==> src/hdl/dleq_pkg.sv <==
package dleq_pkg;

	localparam int QUEUE_DEPTH = 16;
	localparam int LINE_COUNT  = 16;

	localparam int IDX_W    = $clog2(QUEUE_DEPTH);
	localparam int CNT_W    = $clog2(QUEUE_DEPTH);
	localparam int LINE_W   = 4;
	localparam int LCMP_W   = 6;
	localparam int OP_W     = 2;
	localparam int QCNT_W   = 4;
	localparam int CFG_W    = 16;
	localparam int CFG_IDX_W = 2;

	// input op codes
	localparam logic [OP_W-1:0] OP_EVENT = 2'd0;
	localparam logic [OP_W-1:0] OP_TICK  = 2'd1;
	localparam logic [OP_W-1:0] OP_DEQ   = 2'd2;

	// register indexes
	localparam logic [CFG_IDX_W-1:0] REG_LINE_ENABLE = 2'd0;
	localparam logic [CFG_IDX_W-1:0] REG_KEY_MASK    = 2'd1;
	localparam logic [CFG_IDX_W-1:0] REG_DEBOUNCE    = 2'd2;

	localparam logic [CFG_W-1:0] DEBOUNCE_RESET = 16'd10;

	// classified command kinds
	localparam logic [2:0] CMD_NOP  = 3'd0;
	localparam logic [2:0] CMD_PUSH = 3'd1;
	localparam logic [2:0] CMD_KEY  = 3'd2;
	localparam logic [2:0] CMD_TICK = 3'd3;
	localparam logic [2:0] CMD_DEQ  = 3'd4;

	typedef struct packed {
		logic [2:0]        kind;
		logic [LINE_W-1:0] line;
	} dleq_cmd_t;

	typedef struct packed {
		logic [CFG_W-1:0] line_enable_mask;
		logic [CFG_W-1:0] key_mask;
		logic [CFG_W-1:0] debounce_ticks;
	} dleq_cfg_t;

	typedef struct packed {
		logic full;
		logic empty;
	} dleq_fifo_stat_t;

endpackage

==> src/hdl/dleq_in_if.sv <==
interface dleq_in_if import dleq_pkg::*; ();
	logic              valid;
	logic              ready;
	logic [OP_W-1:0]   op;
	logic [LINE_W-1:0] line;

	modport source (output valid, output op, output line, input ready);
	modport sink (input valid, input op, input line, output ready);
endinterface

==> src/hdl/dleq_out_if.sv <==
interface dleq_out_if import dleq_pkg::*; ();
	logic              valid;
	logic              ready;
	logic              deq_valid;
	logic [LINE_W-1:0] deq_line;
	logic              dropped;
	logic [QCNT_W-1:0] queue_count;

	modport source (output valid, output deq_valid, output deq_line, output dropped,
		output queue_count, input ready);
	modport sink (input valid, input deq_valid, input deq_line, input dropped,
		input queue_count, output ready);
endinterface

==> src/hdl/dleq_front.sv <==
module dleq_front import dleq_pkg::*; (
	dleq_in_if.sink    evt,
	input  dleq_cfg_t  cfg,
	output logic       cmd_valid,
	output dleq_cmd_t  cmd,
	input  logic       cmd_ready
);

	logic line_ok;

	assign evt.ready = cmd_ready;
	assign cmd_valid = evt.valid;

	// line in range and enabled
	assign line_ok = (LCMP_W'(evt.line) < LCMP_W'(LINE_COUNT)) &&
		cfg.line_enable_mask[evt.line];

	always_comb begin
		cmd.line = evt.line;
		case (evt.op)
			OP_EVENT: begin
				if (!line_ok) cmd.kind = CMD_NOP;
				else if (cfg.key_mask[evt.line]) cmd.kind = CMD_KEY;
				else cmd.kind = CMD_PUSH;
			end
			OP_TICK: cmd.kind = CMD_TICK;
			OP_DEQ:  cmd.kind = CMD_DEQ;
			default: cmd.kind = CMD_NOP;
		endcase
	end

endmodule

==> src/hdl/dleq_cmd_fifo.sv <==
module dleq_cmd_fifo import dleq_pkg::*; (
	input  logic            clk,
	input  logic            arst_n,
	input  logic            push,
	input  dleq_cmd_t       push_cmd,
	input  logic            pop,
	output dleq_cmd_t       pop_cmd,
	output dleq_fifo_stat_t stat
);

	dleq_cmd_t  mem_q [2];
	logic       wr_ptr_q;
	logic       rd_ptr_q;
	logic [1:0] cnt_q;
	logic       do_push;
	logic       do_pop;

	assign stat.full  = (cnt_q == 2'd2);
	assign stat.empty = (cnt_q == 2'd0);
	assign do_push    = push && !stat.full;
	assign do_pop     = pop && !stat.empty;
	assign pop_cmd    = mem_q[rd_ptr_q];

	always_ff @(posedge clk or negedge arst_n) begin
		if (!arst_n) begin
			wr_ptr_q <= 1'b0;
			rd_ptr_q <= 1'b0;
			cnt_q    <= 2'd0;
		end else begin
			if (do_push) wr_ptr_q <= ~wr_ptr_q;
			if (do_pop) rd_ptr_q <= ~rd_ptr_q;
			case ({do_push, do_pop})
				2'b10:   cnt_q <= cnt_q + 2'd1;
				2'b01:   cnt_q <= cnt_q - 2'd1;
				default: cnt_q <= cnt_q;
			endcase
		end
	end

	always_ff @(posedge clk) begin
		if (do_push) mem_q[wr_ptr_q] <= push_cmd;
	end

endmodule

==> src/hdl/dleq_back.sv <==
module dleq_back import dleq_pkg::*; (
	input  logic       clk,
	input  logic       arst_n,
	input  dleq_cfg_t  cfg,
	input  logic       cmd_valid,
	input  dleq_cmd_t  cmd,
	output logic       cmd_ready,
	dleq_out_if.source res
);

	logic [LINE_W-1:0] ring_q [QUEUE_DEPTH];
	logic [IDX_W-1:0]  head_q, tail_q, head_n, tail_n;
	logic [CNT_W-1:0]  count_q, count_n;
	logic              pend_v_q, pend_v_n;
	logic [LINE_W-1:0] pend_ln_q, pend_ln_n;
	logic [CFG_W-1:0]  dcnt_q, dcnt_n, dcnt_inc, limit;
	logic              run_q, run_n;

	logic              fire;
	logic              push_req;
	logic [LINE_W-1:0] push_ln;
	logic              ring_we;
	logic              r_deq_valid, r_dropped;
	logic [LINE_W-1:0] r_deq_line;

	logic              out_valid_q;
	logic              deq_valid_q, dropped_q;
	logic [LINE_W-1:0] deq_line_q;
	logic [QCNT_W-1:0] queue_count_q;

	assign cmd_ready = !out_valid_q || res.ready;
	assign fire      = cmd_valid && cmd_ready;

	// zero ticks acts as one
	assign limit    = (cfg.debounce_ticks == '0) ? CFG_W'(1) : cfg.debounce_ticks;
	assign dcnt_inc = dcnt_q + CFG_W'(1);

	always_comb begin
		head_n      = head_q;
		tail_n      = tail_q;
		count_n     = count_q;
		pend_v_n    = pend_v_q;
		pend_ln_n   = pend_ln_q;
		dcnt_n      = dcnt_q;
		run_n       = run_q;
		push_req    = 1'b0;
		push_ln     = cmd.line;
		ring_we     = 1'b0;
		r_deq_valid = 1'b0;
		r_deq_line  = '0;
		r_dropped   = 1'b0;

		case (cmd.kind)
			CMD_PUSH: push_req = 1'b1;
			CMD_KEY: begin
				pend_v_n  = 1'b1;
				pend_ln_n = cmd.line;
				dcnt_n    = '0;
				run_n     = 1'b1;
			end
			CMD_TICK: begin
				if (run_q) begin
					if (dcnt_inc >= limit) begin
						run_n  = 1'b0;
						dcnt_n = '0;
						if (pend_v_q) begin
							push_req = 1'b1;
							push_ln  = pend_ln_q;
							pend_v_n = 1'b0;
						end
					end else begin
						dcnt_n = dcnt_inc;
					end
				end
			end
			CMD_DEQ: begin
				if (count_q != '0) begin
					r_deq_valid = 1'b1;
					r_deq_line  = ring_q[head_q];
					head_n  = (head_q == IDX_W'(QUEUE_DEPTH - 1)) ? '0 : head_q + 1'b1;
					count_n = count_q - 1'b1;
				end
			end
			default: ;
		endcase

		// ring holds one fewer than its depth; a full ring refuses
		if (push_req) begin
			if (count_q == CNT_W'(QUEUE_DEPTH - 1)) begin
				r_dropped = 1'b1;
			end else begin
				ring_we = 1'b1;
				tail_n  = (tail_q == IDX_W'(QUEUE_DEPTH - 1)) ? '0 : tail_q + 1'b1;
				count_n = count_q + 1'b1;
			end
		end
	end

	always_ff @(posedge clk or negedge arst_n) begin
		if (!arst_n) begin
			head_q      <= '0;
			tail_q      <= '0;
			count_q     <= '0;
			pend_v_q    <= 1'b0;
			dcnt_q      <= '0;
			run_q       <= 1'b0;
			out_valid_q <= 1'b0;
		end else begin
			if (fire) begin
				head_q   <= head_n;
				tail_q   <= tail_n;
				count_q  <= count_n;
				pend_v_q <= pend_v_n;
				dcnt_q   <= dcnt_n;
				run_q    <= run_n;
			end
			if (fire) out_valid_q <= 1'b1;
			else if (res.ready) out_valid_q <= 1'b0;
		end
	end

	always_ff @(posedge clk) begin
		if (fire) begin
			pend_ln_q     <= pend_ln_n;
			deq_valid_q   <= r_deq_valid;
			deq_line_q    <= r_deq_line;
			dropped_q     <= r_dropped;
			queue_count_q <= QCNT_W'(count_n);
		end
		if (fire && ring_we) ring_q[tail_q] <= push_ln;
	end

	assign res.valid       = out_valid_q;
	assign res.deq_valid   = deq_valid_q;
	assign res.deq_line    = deq_line_q;
	assign res.dropped     = dropped_q;
	assign res.queue_count = queue_count_q;

endmodule

==> src/hdl/debounced_line_event_queue.sv <==
// Debounced line event queue. Each request on evt carries an op (line event, timer tick,
// dequeue, or no-op) and a line number, and produces exactly one result on res: the popped
// line with deq_valid, a dropped flag when an enqueue met a full ring, and the ring fill after
// the request. Plain enabled lines are queued at once; key lines sit in a single pending slot
// that is queued once debounce_ticks ticks pass without a newer key event. The ring keeps
// QUEUE_DEPTH-1 lines and never overwrites. Sustained rate is one request per clock while res
// is ready; a stall on res holds the result. The accepting edge writes the classified request
// into a two-entry command queue, from which the back part, which owns the ring, pointers and
// debounce counter, takes it and writes the result register.
// Configuration writes go through cfg_we/cfg_idx/cfg_data and
// must only happen while no request is in flight; there is no reset sweep of the ring.
module debounced_line_event_queue import dleq_pkg::*; (
	input  logic                 clk,
	input  logic                 arst_n,
	input  logic                 cfg_we,
	input  logic [CFG_IDX_W-1:0] cfg_idx,
	input  logic [CFG_W-1:0]     cfg_data,
	dleq_in_if.sink              evt,
	dleq_out_if.source           res
);

	dleq_cfg_t       cfg_q;
	logic            front_valid;
	dleq_cmd_t       front_cmd;
	dleq_cmd_t       back_cmd;
	logic            back_ready;
	dleq_fifo_stat_t fifo_stat;

	// configuration registers
	always_ff @(posedge clk or negedge arst_n) begin
		if (!arst_n) begin
			cfg_q.line_enable_mask <= '0;
			cfg_q.key_mask         <= '0;
			cfg_q.debounce_ticks   <= DEBOUNCE_RESET;
		end else if (cfg_we) begin
			case (cfg_idx)
				REG_LINE_ENABLE: cfg_q.line_enable_mask <= cfg_data;
				REG_KEY_MASK:    cfg_q.key_mask         <= cfg_data;
				REG_DEBOUNCE:    cfg_q.debounce_ticks   <= cfg_data;
				default: ;
			endcase
		end
	end

	// front: accept and classify against the masks
	dleq_front u_front (
		.evt       (evt),
		.cfg       (cfg_q),
		.cmd_valid (front_valid),
		.cmd       (front_cmd),
		.cmd_ready (!fifo_stat.full)
	);

	// short command queue decouples the two sides
	dleq_cmd_fifo u_fifo (
		.clk      (clk),
		.arst_n   (arst_n),
		.push     (front_valid),
		.push_cmd (front_cmd),
		.pop      (back_ready),
		.pop_cmd  (back_cmd),
		.stat     (fifo_stat)
	);

	// back: ring, pending key slot, debounce timer, result register
	dleq_back u_back (
		.clk       (clk),
		.arst_n    (arst_n),
		.cfg       (cfg_q),
		.cmd_valid (!fifo_stat.empty),
		.cmd       (back_cmd),
		.cmd_ready (back_ready),
		.res       (res)
	);

	// a refused enqueue leaves the ring full
	a_drop_full: assert property (@(posedge clk) disable iff (!arst_n)
		res.valid && res.dropped |-> res.queue_count == QCNT_W'(QUEUE_DEPTH - 1))
		else $error("drop reported with ring not full");

	// one request never both pops and drops
	a_drop_deq: assert property (@(posedge clk) disable iff (!arst_n)
		res.valid && res.dropped |-> !res.deq_valid)
		else $error("drop and dequeue in one result");

	// a result without a dequeue, empty ones included, reports line zero
	a_deq_zero: assert property (@(posedge clk) disable iff (!arst_n)
		res.valid && !res.deq_valid |-> res.deq_line == '0)
		else $error("line reported without dequeue");

endmodule

==> src/flat_wrapper.sv <==
// flat-port wrapper written by rule: the top's interface ports become plain ports
module debounced_line_event_queue_flat import dleq_pkg::*;
  (clk, arst_n, cfg_we, cfg_idx, cfg_data, evt_valid, evt_op, evt_line, evt_ready, res_valid, res_deq_valid, res_deq_line, res_dropped, res_queue_count, res_ready);
  dleq_in_if evt_i ();
  dleq_out_if res_i ();
  input  logic clk;
  input  logic arst_n;
  input  logic cfg_we;
  input  logic [CFG_IDX_W-1:0] cfg_idx;
  input  logic [CFG_W-1:0] cfg_data;
  input wire logic [$bits(evt_i.valid)-1:0] evt_valid;
  input wire logic [$bits(evt_i.op)-1:0] evt_op;
  input wire logic [$bits(evt_i.line)-1:0] evt_line;
  output wire logic [$bits(evt_i.ready)-1:0] evt_ready;
  output wire logic [$bits(res_i.valid)-1:0] res_valid;
  output wire logic [$bits(res_i.deq_valid)-1:0] res_deq_valid;
  output wire logic [$bits(res_i.deq_line)-1:0] res_deq_line;
  output wire logic [$bits(res_i.dropped)-1:0] res_dropped;
  output wire logic [$bits(res_i.queue_count)-1:0] res_queue_count;
  input wire logic [$bits(res_i.ready)-1:0] res_ready;
  assign evt_i.valid = evt_valid;
  assign evt_i.op = evt_op;
  assign evt_i.line = evt_line;
  assign evt_ready = evt_i.ready;
  assign res_valid = res_i.valid;
  assign res_deq_valid = res_i.deq_valid;
  assign res_deq_line = res_i.deq_line;
  assign res_dropped = res_i.dropped;
  assign res_queue_count = res_i.queue_count;
  assign res_i.ready = res_ready;
  debounced_line_event_queue u_core (.clk(clk), .arst_n(arst_n), .cfg_we(cfg_we), .cfg_idx(cfg_idx), .cfg_data(cfg_data), .evt(evt_i), .res(res_i));
endmodule
==> config.mk <==
export PLATFORM = sky130hd
export DESIGN_NAME = debounced_line_event_queue_flat
export DESIGN_NICKNAME = d
export VERILOG_FILES = /design/src/hdl/dleq_pkg.sv /design/src/hdl/dleq_in_if.sv /design/src/hdl/dleq_out_if.sv /design/src/hdl/dleq_front.sv /design/src/hdl/dleq_cmd_fifo.sv /design/src/hdl/dleq_back.sv /design/src/hdl/debounced_line_event_queue.sv /design/src/flat_wrapper.sv
export SDC_FILE = /design/constraint.sdc
export NUM_CORES = 1
export LEC_CHECK = 0
export BUFFER_PORTS_ARGS = -buffer_cell sky130_fd_sc_hd__buf_2
export CORE_MARGIN = 2
export CORE_UTILIZATION = 40
export DETAILED_ROUTE_END_ITERATION = 8
export PLACE_DENSITY = 0.65
export SLEW_MARGIN = 20
export SYNTH_ARGS = -nofsm -noshare
export SYNTH_HDL_FRONTEND = slang
export SYNTH_SLANG_ARGS = --single-unit
==> constraint.sdc <==
create_clock -name clk -period 6 [get_ports clk]
set_input_delay 0.3 -clock clk [delete_from_list [all_inputs] [get_ports clk]]
set_output_delay 0.3 -clock clk [all_outputs]
set_load 0.01 [all_outputs]
==> results of run 1 <==
## per-layer routing
layer  wire length [um]  part of all wire, %  vias to the layer above  GRT usage [%]
met4                169                  1.1                        0           4.09
met3                732                  4.6                       17           3.79
met1               7360                   46                     2372           21.6
met2               7660                   48                      112           24.6
met5                  0                    0                        -              0
li1                   -                    -                     2243              -
## state kept, by name, summed over array words and instances (netlist names)
signal and count:
u_core.u_fifo.cnt_q 2, u_core.u_back.pend_ln_q 4, u_core.u_back.res.deq_valid 1, u_core.u_back.run_q 1, u_core.u_fifo.wr_ptr_q 1, u_core.u_back.count_q 4, u_core.u_back.dcnt_q 16, u_core.cfg_q 48
u_core.u_back.res.valid 1, u_core.u_fifo.rd_ptr_q 1, u_core.u_back.res.dropped 1, u_core.u_back.res.deq_line 4, u_core.u_back.head_q 4, u_core.u_fifo.mem_q 14, u_core.u_back.pend_v_q 1, u_core.u_back.tail_q 4
u_core.u_back.res.queue_count 4, u_core.u_back.ring_q 64
## where the power goes
part | switching [mW] | leakage (nW) | internal (mW) | total [mW]
logic | 0.482 | 1.43 | 0.453 | 0.935
clock network | 0.488 | 0.302 | 0.635 | 1.12
registers | 0.226 | 1.86 | 1.54 | 1.77
## worst max-delay path: cells and delay by family, from the launching register on
kind / cells / cell delay [ns]
AND/OR/NAND/NOR: 8 / 2.11
AO/OA/AOI/OAI: 3 / 0.93
flip-flops: 1 / 0.44
adder cells (fa/ha/maj): 1 / 0.33
XOR/XNOR: 1 / 0.14
buffers and inverters: 1 / 0.07
## Yosys cell counts (4+ instances only)
| cell type | count |
|---|---|
| edfxtp_1 | 92 |
| dfrtp_1 | 81 |
| mux2_2 | 60 |
| nand2_1 | 41 |
| mux4_2 | 30 |
| inv_1 | 27 |
| nor2_1 | 27 |
| ha_1 | 25 |
| o21ai_0 | 23 |
| clkbuf_1 | 16 |
| a21oi_1 | 15 |
| nand3_1 | 15 |
| xnor2_1 | 15 |
| nand2b_1 | 10 |
| nor2b_1 | 10 |
| and3_1 | 8 |
| xor2_1 | 8 |
| nor3b_1 | 6 |
| nor3_1 | 5 |
| o31ai_1 | 5 |
| nor4b_2 | 4 |
| o41ai_1 | 4 |
## stage by stage
step	hold slack (ns)	total power [mW]	area [um^2]	util, %	cells
detailed placement	0.491	2.73	8640	42.8	867
global route	0.131	4.03	9270	46.0	900
CTS	0.109	3.86	9250	45.9	899
global placement	0.479	2.69	8640	42.8	867
finish	0.136	3.82	9270	46.0	900
floorplan	0.00441	2.43	8190	-	578
## layout by cell type, fill, tap and decap left out, types with 2 or more instances in the layout
master / netlist / layout
nor2_1: 27 / 27
dfstp_2: 2 / 2
dfrtp_1: 81 / 80
buf_2: 1 / 39
mux4_2: 30 / 30
mux2_2: 60 / 60
nand3b_1: 3 / 3
a31oi_1: 3 / 3
o21ai_2: 3 / 3
and3_1: 8 / 8
nand4_1: 3 / 3
a221o_1: 3 / 3
nor4b_2: 4 / 4
nand2_1: 41 / 41
xor2_1: 8 / 8
inv_1: 27 / 27
o21ai_0: 23 / 23
o21ai_1: 2 / 2
edfxtp_1: 92 / 92
nor3b_1: 6 / 5
o31ai_1: 5 / 5
xnor2_1: 15 / 15
clkbuf_16: 0 / 19
clkinv_4: 0 / 3
and2_1: 2 / 2
nor3_1: 5 / 5
a21oi_1: 15 / 15
nor2b_1: 10 / 10
ha_1: 25 / 25
nor4_1: 3 / 3
nand2b_1: 10 / 10
o41ai_1: 4 / 4
inv_6: 0 / 7
o21a_1: 3 / 3
nand3_1: 15 / 15
## cell families (layout without fill, tap and decap cells)
family          after synthesis  in the layout  synth area share (%)
compound gates               71             71                  6.00
xor+xnor                     23             23                  2.46
fa+ha+maj                    25             25                  3.82
buf+inv                      48            100                  2.40
flops                       175            175                  59.1
mux                          90             90                  16.5
simple gates                146            146                  9.70
## final cells by class
| type | count | area (um^2) |
|---|---|---|
| clock inverters | 13 | 134 |
| flip-flops and latches | 175 | 4840 |
| clock buffers | 19 | 475 |
| repair buffers | 41 | 216 |
| fillers | 1755 | 10900 |
| inverters | 27 | 101 |
| well taps | 270 | 338 |
| multi-input cells | 355 | 3160 |
## how the worst min path moves through the flow
stage	startpoint	end	cells past startpoint
2_1_floorplan	arst_n	u_core.cfg_q[0]$_DFFE_PN0P_	0
3_3_place_gp	u_core.u_fifo.wr_ptr_q$_DFFE_PN0P_	u_core.u_fifo.wr_ptr_q$_DFFE_PN0P_	1
3_5_place_dp	u_core.cfg_q[46]$_DFFE_PN0P_	u_core.cfg_q[46]$_DFFE_PN0P_	1
4_1_cts	arst_n	u_core.cfg_q[27]$_DFFE_PN0P_	1
5_1_grt	cfg_data[9]	u_core.cfg_q[25]$_DFFE_PN0P_	2
6_report	cfg_data[11]	u_core.cfg_q[11]$_DFFE_PN0P_	2
==> results by group, run 1 <==
Status
  – Outcome: finished clean

Floorplan
  – Die ar.: 0.0216 mm^2
  – # IOs: 41
  – Core Region: 0.0202 mm^2
  – Std cell rows: 52
  – Die H: 147 um
  – Initial core utilization: 40.6%
  – DIE WIDTH: 147 um

Synthesis
  – Ys flop type: edfxtp_1
  – EDFF count, synth: 92
  – Ranking of synthesized cells by area: edfxtp_1, dfrtp_1, mux2_2, mux4_2, ha_1
  – Synth area leader: edfxtp_1
  – Synth Cell Area: 0.00819 mm^2
  – Synth Register Bits: 175
  – Seq/Total Area, Yosys: 59.1%
  – Asr flop ratio synth: 47.4%
  – Cell count after synthesis: 578
  – Distinct cells, synth: 54
  – Synthesized Nets: 632
  – Number of synthesis warnings: 0
  – Synthesized area per cell: 14.2 um^2
  – Synth top area share: 33.7%

Placed design
  – Final GP Congestion: 0.803
  – Placement Setup Slack: 1.64 ns
  – Post-DP HPWL: 11300 um
  – PortBufs: 40

Run
  – Max_cap viols: 0

Global route
  – Vias in the first global route: 4921
  – First-pass GRT wire length: 26200 um
  – Global-route usage over all layers: 15.5%
  – Largest net degree at the start of global routing: 84
  – Antenna violations before repair: 0
  – GRT overflow: 0

Timing
  – Min Tclk post-route: 4.41 ns
  – Worst rel slew slack: 37.5%
  – Setup_tns: 0 ns
  – Setup violators final: 0
  – Final setup margin: 1.59 ns
  – Fmax: 227 MHz
  – RSZ-0062 raised after global routing: false
  – Worst-Margin Slew: 0.933 ns
  – Hold violation total from the final report: 0
  – Part of the cycle the worst path needs: 73.6%
  – Clock skew: 0.00855 ns
  – Final slew viol count: 0

Routing
  – Final wirelength: 15900 um
  – First DRT Iteration DRCs: 282
  – Drt pass-1 iters: 4
  – Antenna Nets Post-Route: 0
  – WL/cell: 17.7 um
  – Post-route DRC: 0
  – DR vias: 4744
  – Vias per cell: 5.27

Power
  – Leakage: 3.59 nW
  – Max VDD drop: 226 uV
  – PD cells: 412 mW/mm^2

Clock network
  – Total CTS buffers: 17
  – CTS Sinks: 175
  – Root Driver: clkbuf_16
  – CTS H-Tree Depth: 4
  – # Post-CTS Setup Buffers: 0
  – Post-CTS sizing: 0
  – CTS tree: done
  – Clk Latency, worst-skew pair: 0.43 ns
  – Clock transition at path regs: 0.07 ns
  – CTS Buffer Depth: 2
  – Hold-fix buffers, CTS: 0

Critical path
  – Setup slack, reg-to-reg: 1.59 ns
  – Startpoint types: register
  – Worst-case reg-to-reg path depth: 14
  – RR Startpoint: u_core.u_back.dcnt_q[0]$_DFFE_PN0P_
  – Critical path origin: u_core.u_back.dcnt_q[0]$_DFFE_PN0P_
  – CP max-delay cell: nor3b_1
  – Crit path capture: u_core.u_back.ring_q[7][1]$_DFFE_PP_
  – Worst setup EP type: register
  – Max stage delay on crit path: 0.65 ns
  – CP cell instances: nand2_1 > nor2_1 > nand3_1 > nor3_1 > and4_1 > xnor2_1 > inv_1 > ha_1 > nand4_2 > nor3_2 > o2111ai_2 > a31oi_4 > o211ai_1 > nor3b_1
  – Crit Path Max Fanout: 9
  – R2r endpoint: u_core.u_back.ring_q[7][1]$_DFFE_PP_
  – Critical path arrival: 4.47 ns
  – Worst EP required: 6.06 ns
  – CP Class: register to register

Worst hold path
  – Worst Hold Class: input pin to register

Cells and area
  – Syn-to-layout area delta: 13.2%
  – Antenna diodes: 0
  – Nets: 671
  – Share of cells above drive strength 1: 29.0%
Power figures use the tool's default switching activity.
==> run 2: changes to the inputs <==
ABC_AREA = 1   (was not set)
clock period = 4.5 ns   (was 6 ns; I/O delays follow)
==> results by group, run 2 <==
Floorplan
  – Die H: 149 um (+1.1%)
  – DIE WIDTH: 149 um (+1.1%)
  – Std cell rows: 52 (unchanged)
  – # IOs: 41 (unchanged)
  – Core Region: 0.0204 mm^2 (+1.3%)
  – Initial core utilization: 41.0% (+0.43 points)
  – Die ar.: 0.0221 mm^2 (+2.3%)

Cells and area
  – Fin area: 0.00944 mm^2 (+1.8%)
  – Most common cell after layout, fill and taps aside: nand2_1
  – Syn-to-layout area delta: 12.6%
  – Biggest register: u_core.u_back.ring_q
  – Fillers: 1953 (+11%)
  – Number of flip-flops in the largest register: 64 (unchanged)
  – Antenna diodes: 0 (unchanged)
  – Share of cells above drive strength 1: 13.8% (-15 points)
  – Most frequent cells in the layout: nand2_1, o21ai_0, inv_1, edfxtp_1, dfrtp_1
  – Finished Core Util: 46.2% (+0.24 points)
  – Largest regs: u_core.u_back.ring_q x64, u_core.cfg_q x48, u_core.u_back.dcnt_q x16
  – Nets: 961 (+43%)
  – Final non-filler cell total: 1190 (+32%)

Critical path
  – RR Startpoint: u_core.u_back.dcnt_q[0]$_DFFE_PN0P_
  – CP Class: register to register
  – Critical path origin: u_core.u_back.dcnt_q[0]$_DFFE_PN0P_
  – Crit Path Max Fanout: 23 (+14)
  – Worst EP required: 4.63 ns (-1.43 ns)
  – Worst setup EP type: register
  – Startpoint types: register
  – Critical path arrival: 3.90 ns (-0.57 ns)

Timing
  – Part of the cycle the worst path needs: 83.8% (+10 points)
  – Final setup margin: 0.731 ns (-0.856 ns)
  – Hold_ws: 0.0567 ns (-0.0788 ns)
  – Min Tclk post-route: 3.77 ns (-0.644 ns)
  – Setup_tns: 0 ns (unchanged)
  – Worst rel slew slack: 38.3% (+0.82 points)
  – RSZ-0062 raised after global routing: false
  – Setup violators final: 0 (unchanged)
  – Fmax: 265 MHz (+17%)
  – Final slew viol count: 0 (unchanged)
  – Hold violation total from the final report: 0 (unchanged)
  – Clock skew: 0.0120 ns (+0.00346 ns)
  – Worst-Margin Slew: 0.925 ns (-0.00832 ns)

Placed design
  – Post-DP HPWL: 12500 um (+11%)
  – PortBufs: 40 (unchanged)
  – Final GP Congestion: 0.872 (+8.6%)
  – Inst Count DP: 1157 (+33%)
  – Placed Area: 0.00883 mm^2 (+2.2%)
  – Placement Setup Slack: 0.724 ns (-0.913 ns)

Synthesis
  – Synth area leader: edfxtp_1
  – EDFF count, synth: 92 (unchanged)
  – Number of synthesis warnings: 0 (unchanged)
  – Synth Register Bits: 175 (unchanged)
  – Synth Cell Area: 0.00838 mm^2 (+2.4%)
  – Ys flop type: edfxtp_1
  – Synthesized Nets: 924 (+46%)
  – Seq/Total Area, Yosys: 57.8% (-1.4 points)
  – Ranking of synthesized cells by area: edfxtp_1, dfrtp_1, nand2_1, o21ai_0, inv_1
  – Distinct cells, synth: 36 (-33%)
  – Cell with the most instances after synthesis: nand2_1
  – Synth top area share: 33.0% (-0.78 points)
  – Cell count after synthesis: 870 (+51%)
  – Asr flop ratio synth: 47.4% (unchanged)
  – Synthesized area per cell: 9.64 um^2 (-32%)
  – Top cells by instance count after synthesis: nand2_1, o21ai_0, inv_1

Clock network
  – Post-CTS sizing: 0 (unchanged)
  – Hold-fix buffers, CTS: 1 (+1)
  – CTS Buffer Depth: 2 (unchanged)
  – Clk Latency, worst-skew pair: 0.44 ns (about the same)
  – CTS tree: done
  – # Post-CTS Setup Buffers: 0 (unchanged)
  – Clock transition at path regs: 0.07 ns (about the same)
  – Root Driver: clkbuf_16
  – CTS Sinks: 175 (unchanged)
  – Total CTS buffers: 17 (unchanged)
  – CTS H-Tree Depth: 4 (unchanged)

Power
  – Max VDD drop: 324 uV (+44%)
  – Total power: 5.82 mW (+52%)
  – Leakage: 4.06 nW (+13%)
  – PD cells: 616 mW/mm^2 (+49%)

Routing
  – Vias per cell: 5.01 (-5.0%)
  – DR vias: 5959 (+26%)
  – Post-route DRC: 0 (unchanged)
  – First DRT Iteration DRCs: 412 (+46%)
  – WL/cell: 15.1 um (-14%)
  – Antenna Nets Post-Route: 0 (unchanged)
  – Final wirelength: 18000 um (+13%)
  – Drt pass-1 iters: 5 (+1)

Global route
  – Global-route usage over all layers: 17.3% (+1.7 points)
  – Vias in the first global route: 5996 (+22%)
  – GRT overflow: 0 (unchanged)
  – Antenna violations before repair: 0 (unchanged)
  – First-pass GRT wire length: 29700 um (+13%)
  – Largest net degree at the start of global routing: 43 (-49%)

Worst hold path
  – Worst Hold Class: input pin to register
  – Min-delay src: evt_valid

Status
  – Outcome: finished clean

Run
  – Max_cap viols: 0 (unchanged)
## run 2: cell types whose count changed after synthesis, moves of 13 or more
cell,before,now
o21ai_0,23,111
mux2_2,60,0
nand2_1,41,190
o221ai_1,0,13
nand3_1,15,29
mux4_2,30,0
nor2_2,1,17
nor2_1,27,76
inv_1,27,100
## run 2: cell families (layout without fill, tap and decap cells)
group	count (synthesis)	in the layout	share of synthesized area [%]
adders and majority gates	25	25	3.73
AOI/OAI and AO/OA	174	174	12.6
DFF	175	175	57.8
and+or+nand+nor	341	341	17.3
xor gates and xnor gates	22	22	2.30
buffers and inverters	133	183	6.39
## run 2: layout make-up
cell class                      instances  area [um^2]  area share, %
Clock buffer                           17          425           4.51
Clock inverter                         15          173           1.83
Inverter                              104          393           4.16
Multi-Input combinational cell        562         3010           31.9
Sequential cell                       175         4840           51.3
Tap cell                              270          338           3.58
Timing Repair Buffer                   47          258           2.73
## run 2: metal layers
| metal | track usage (%) | vias up | part of all wire, % | routed length, um |
|---|---|---|---|---|
| li1 | - | 3002 | - | - |
| met1 | 21.6 | 2800 | 44 | 8000 |
| met2 | 29.6 | 128 | 49 | 8850 |
| met3 | 3.70 | 29 | 4.3 | 782 |
| met4 | 6.52 | 0 | 2.0 | 367 |
| met5 | 0 | - | 0 | 0 |
## run 2: critical path, cell delays in order, from the launching register on
cell     delay [ns]
dfrtp_1        0.38
ha_1           0.20
inv_1          0.04
nor3_1         0.46
nand2_1        0.09
nor2_1         0.20
xor2_1         0.23
inv_1          0.07
ha_1           0.28
nand2_1        0.05
inv_1          0.06
nand2_1        0.06
nor2_1         0.11
nor2_1         0.05
nand2_1        0.05
nand2_1        0.04
nand2_1        0.18
nand2_2        0.22
nand2_4        0.16
nand2_4        0.22
nor2_2         0.29
## run 2: where the power goes
group / internal, mW / total (mW) / leakage [nW] / switching, mW
clock: 0.791 / 1.48 / 0.280 / 0.693
combinational: 0.640 / 1.96 / 1.89 / 1.32
sequential: 2.14 / 2.37 / 1.89 / 0.233
## run 2: final timing paths
| check | to | slack, ns | cells after the start |
|---|---|---|---|
| hold reg to reg | u_core.cfg_q[46]$_DFFE_PN0P_ | 0.49 | 2 |
| min in group asynchronous | u_core.cfg_q[40]$_DFFE_PN0P_ | 0.31 | 2 |
| hold / removal | u_core.u_fifo.wr_ptr_q$_DFFE_PN0P_ | 0.06 | 3 |
| setup / recovery | u_core.u_back.ring_q[7][1]$_DFFE_PP_ | 0.73 | 20 |
| max in group asynchronous | u_core.u_back.dcnt_q[5]$_DFFE_PN0P_ | 3.19 | 3 |
| setup reg to reg | u_core.u_back.ring_q[7][1]$_DFFE_PP_ | 0.73 | 20 |
==> run 3: changes to the inputs <==
clock period = 3.5 ns   (was 4.5 ns; I/O delays follow)
==> results by group, run 3 (same netlist as run 2, synthesis figures left out) <==
Status
  – Outcome: finished clean

Cells and area
  – Syn-to-layout area delta: 14.0%
  – Most common cell after layout, fill and taps aside: nand2_1
  – Antenna diodes: 0 (unchanged)
  – Most frequent cells in the layout: nand2_1, o21ai_0, inv_1, edfxtp_1, dfrtp_1
  – Biggest register: u_core.u_back.ring_q
  – Fillers: 1926 (-1.4%)
  – Nets: 968 (+0.73%)
  – Largest regs: u_core.u_back.ring_q x64, u_core.cfg_q x48, u_core.u_back.dcnt_q x16
  – Fin area: 0.00956 mm^2 (+1.3%)
  – Number of flip-flops in the largest register: 64 (unchanged)
  – Share of cells above drive strength 1: 14.6% (+0.76 points)

Power
  – Logic pwr share: 35.4% (+1.7 points)
  – Switching share of power: 38.8% (+0.17 points)
  – Leakage: 4.08 nW (+0.45%)
  – Total power: 7.42 mW (+28%)
  – Sw Pwr: 2.88 mW (+28%)
  – Clock Power Share: 23.6% (-1.9 points)
  – Sequential Power Share: 41.0% (+0.2 points)
  – Internal power: 4.55 mW (+27%)
  – Max VDD drop: 398 uV (+23%)
  – PD cells: 776 mW/mm^2 (+26%)

Critical path
  – Worst-case reg-to-reg path depth: 16 (-20%)
  – Startpoint types: register
  – CP Class: register to register
  – Worst EP required: 3.76 ns (-0.87 ns)
  – Crit Path Max Fanout: 16 (-30%)
  – Critical path arrival: 3.53 ns (-0.37 ns)
  – Worst setup EP type: register

Timing
  – Worst rel slew slack: 29.3% (-9.0 points)
  – Part of the cycle the worst path needs: 93.3% (+9.5 points)
  – Final slew viol count: 0 (unchanged)
  – Setup violators final: 0 (unchanged)
  – Hold_ws: 0.0256 ns (-0.0311 ns)
  – Min Tclk post-route: 3.26 ns (-0.504 ns)
  – Fmax: 306 MHz (+15%)
  – Hold violation total from the final report: 0 (unchanged)
  – Clock skew: 0.0114 ns (-0.000579 ns)
  – Worst-Margin Slew: 1.06 ns (+0.133 ns)
  – Final setup margin: 0.235 ns (-0.496 ns)

Placed design
  – Placed Area: 0.00886 mm^2 (+0.34%)
  – Placement Setup Slack: 0.154 ns (-0.570 ns)
  – PortBufs: 40 (unchanged)
  – Post-DP HPWL: 12300 um (-1.5%)
  – Final GP Congestion: 0.823 (-5.6%)

Clock network
  – Clock transition at path regs: 0.06 ns (about the same)
  – CTS Sinks: 175 (unchanged)
  – Clk Latency, worst-skew pair: 0.43 ns (about the same)
  – CTS tree: done
  – Total CTS buffers: 17 (unchanged)
  – CTS H-Tree Depth: 4 (unchanged)
  – Root Driver: clkbuf_16
  – CTS Buffer Depth: 2 (unchanged)

Floorplan
  – # IOs: 41 (unchanged)
  – Die H: 149 um (unchanged)
  – Core Region: 0.0204 mm^2 (unchanged)
  – Die ar.: 0.0221 mm^2 (unchanged)
  – Std cell rows: 52 (unchanged)
  – DIE WIDTH: 149 um (unchanged)
  – Initial core utilization: 41.0% (unchanged)

Global route
  – Antenna violations before repair: 0 (unchanged)
  – Largest net degree at the start of global routing: 73 (+70%)
  – Global-route usage over all layers: 17.0% (-0.33 points)
  – First-pass GRT wire length: 29400 um (-1.1%)
  – GRT overflow: 0 (unchanged)
  – Vias in the first global route: 5795 (-3.4%)

Worst hold path
  – Hold depth: 4 (+1)
  – Worst Hold Class: input pin to register

Routing
  – Antenna Nets Post-Route: 0 (unchanged)
  – First DRT Iteration DRCs: 362 (-12%)
  – Drt pass-1 iters: 5 (unchanged)
  – WL/cell: 14.7 um (-2.6%)
  – Final wirelength: 17600 um (-2.0%)
  – DR vias: 6020 (+1.0%)
  – Vias per cell: 5.03 (+0.43%)
  – Post-route DRC: 0 (unchanged)

Run
  – Max_cap viols: 0 (unchanged)
## run 3: power by group through the flow
stage / sequential [mW] / clock, mW / combinational (mW)
final: 3.04 / 1.75 / 2.63
after global routing: 3.11 / 1.88 / 2.98
after CTS: 3.04 / 1.78 / 2.53
after detailed placement: 3.08 / 0 / 2.53
after global placement: 3.08 / 0 / 2.48
after floorplan: 3.01 / 0 / 1.89
## run 3: metal layers
metal | GRT usage [%] | part of all wire, %
met5 | 0 | 0
met4 | 4.76 | 1.2
met3 | 3.73 | 4.3
met2 | 27.7 | 48
met1 | 22.9 | 46
## run 3: path summary, 6_finish.rpt
path | slack, ns | to | from
min in group asynchronous | 0.40 | u_core.cfg_q[24]$_DFFE_PN0P_ | arst_n
max in group asynchronous | 2.35 | u_core.cfg_q[10]$_DFFE_PN0P_ | arst_n
setup reg to reg | 0.24 | u_core.u_back.ring_q[1][0]$_DFFE_PP_ | u_core.u_back.dcnt_q[2]$_DFFE_PN0P_
hold reg to reg | 0.49 | u_core.cfg_q[2]$_DFFE_PN0P_ | u_core.cfg_q[2]$_DFFE_PN0P_
hold / removal | 0.03 | u_core.u_back.res.valid$_DFFE_PN0P_ | res_ready
setup / recovery | 0.24 | u_core.u_back.ring_q[1][0]$_DFFE_PP_ | u_core.u_back.dcnt_q[2]$_DFFE_PN0P_
## run 3: through the flow
stage	instances	TNS, ns	utilization (%)
after floorplan	870	0	-
after global routing	1197	-0.117	46.8
after global placement	1161	0	43.4
after CTS	1195	0	46.1
after detailed placement	1161	0	43.4
final	1197	0	46.8
## run 3: repair_timing
item,in CTS,in global routing
hold buffers,2,0
endpoints found under the hold margin,70,0
gates resized for setup,0,26
buffers inserted,0,1
setup endpoints to repair,0,128
## run 3: final cells by class
type,count,area (um^2),share of cell area [%]
Inverter,104,393,4.11
Timing Repair Buffer,53,320,3.35
Tap cell,270,338,3.53
Multi-Input combinational cell,563,3130,32.7
Clock buffer,19,433,4.53
Sequential cell,175,4840,50.6
Clock inverter,13,106,1.11
## run 3: critical path, stage by stage (launching register included)
cell and delay, ns:
dfrtp_1 0.36, inv_1 0.07, nor3_1 0.24, nand2_1 0.18, nor3_2 0.19, xor2_1 0.24
inv_1 0.07, ha_1 0.33, a21oi_1 0.15, o21ai_0 0.10, a21oi_1 0.22, nand2_1 0.19
nand2_2 0.13, buf_4 0.19, nor2_1 0.06, a31oi_1 0.18, buf_6 0.21
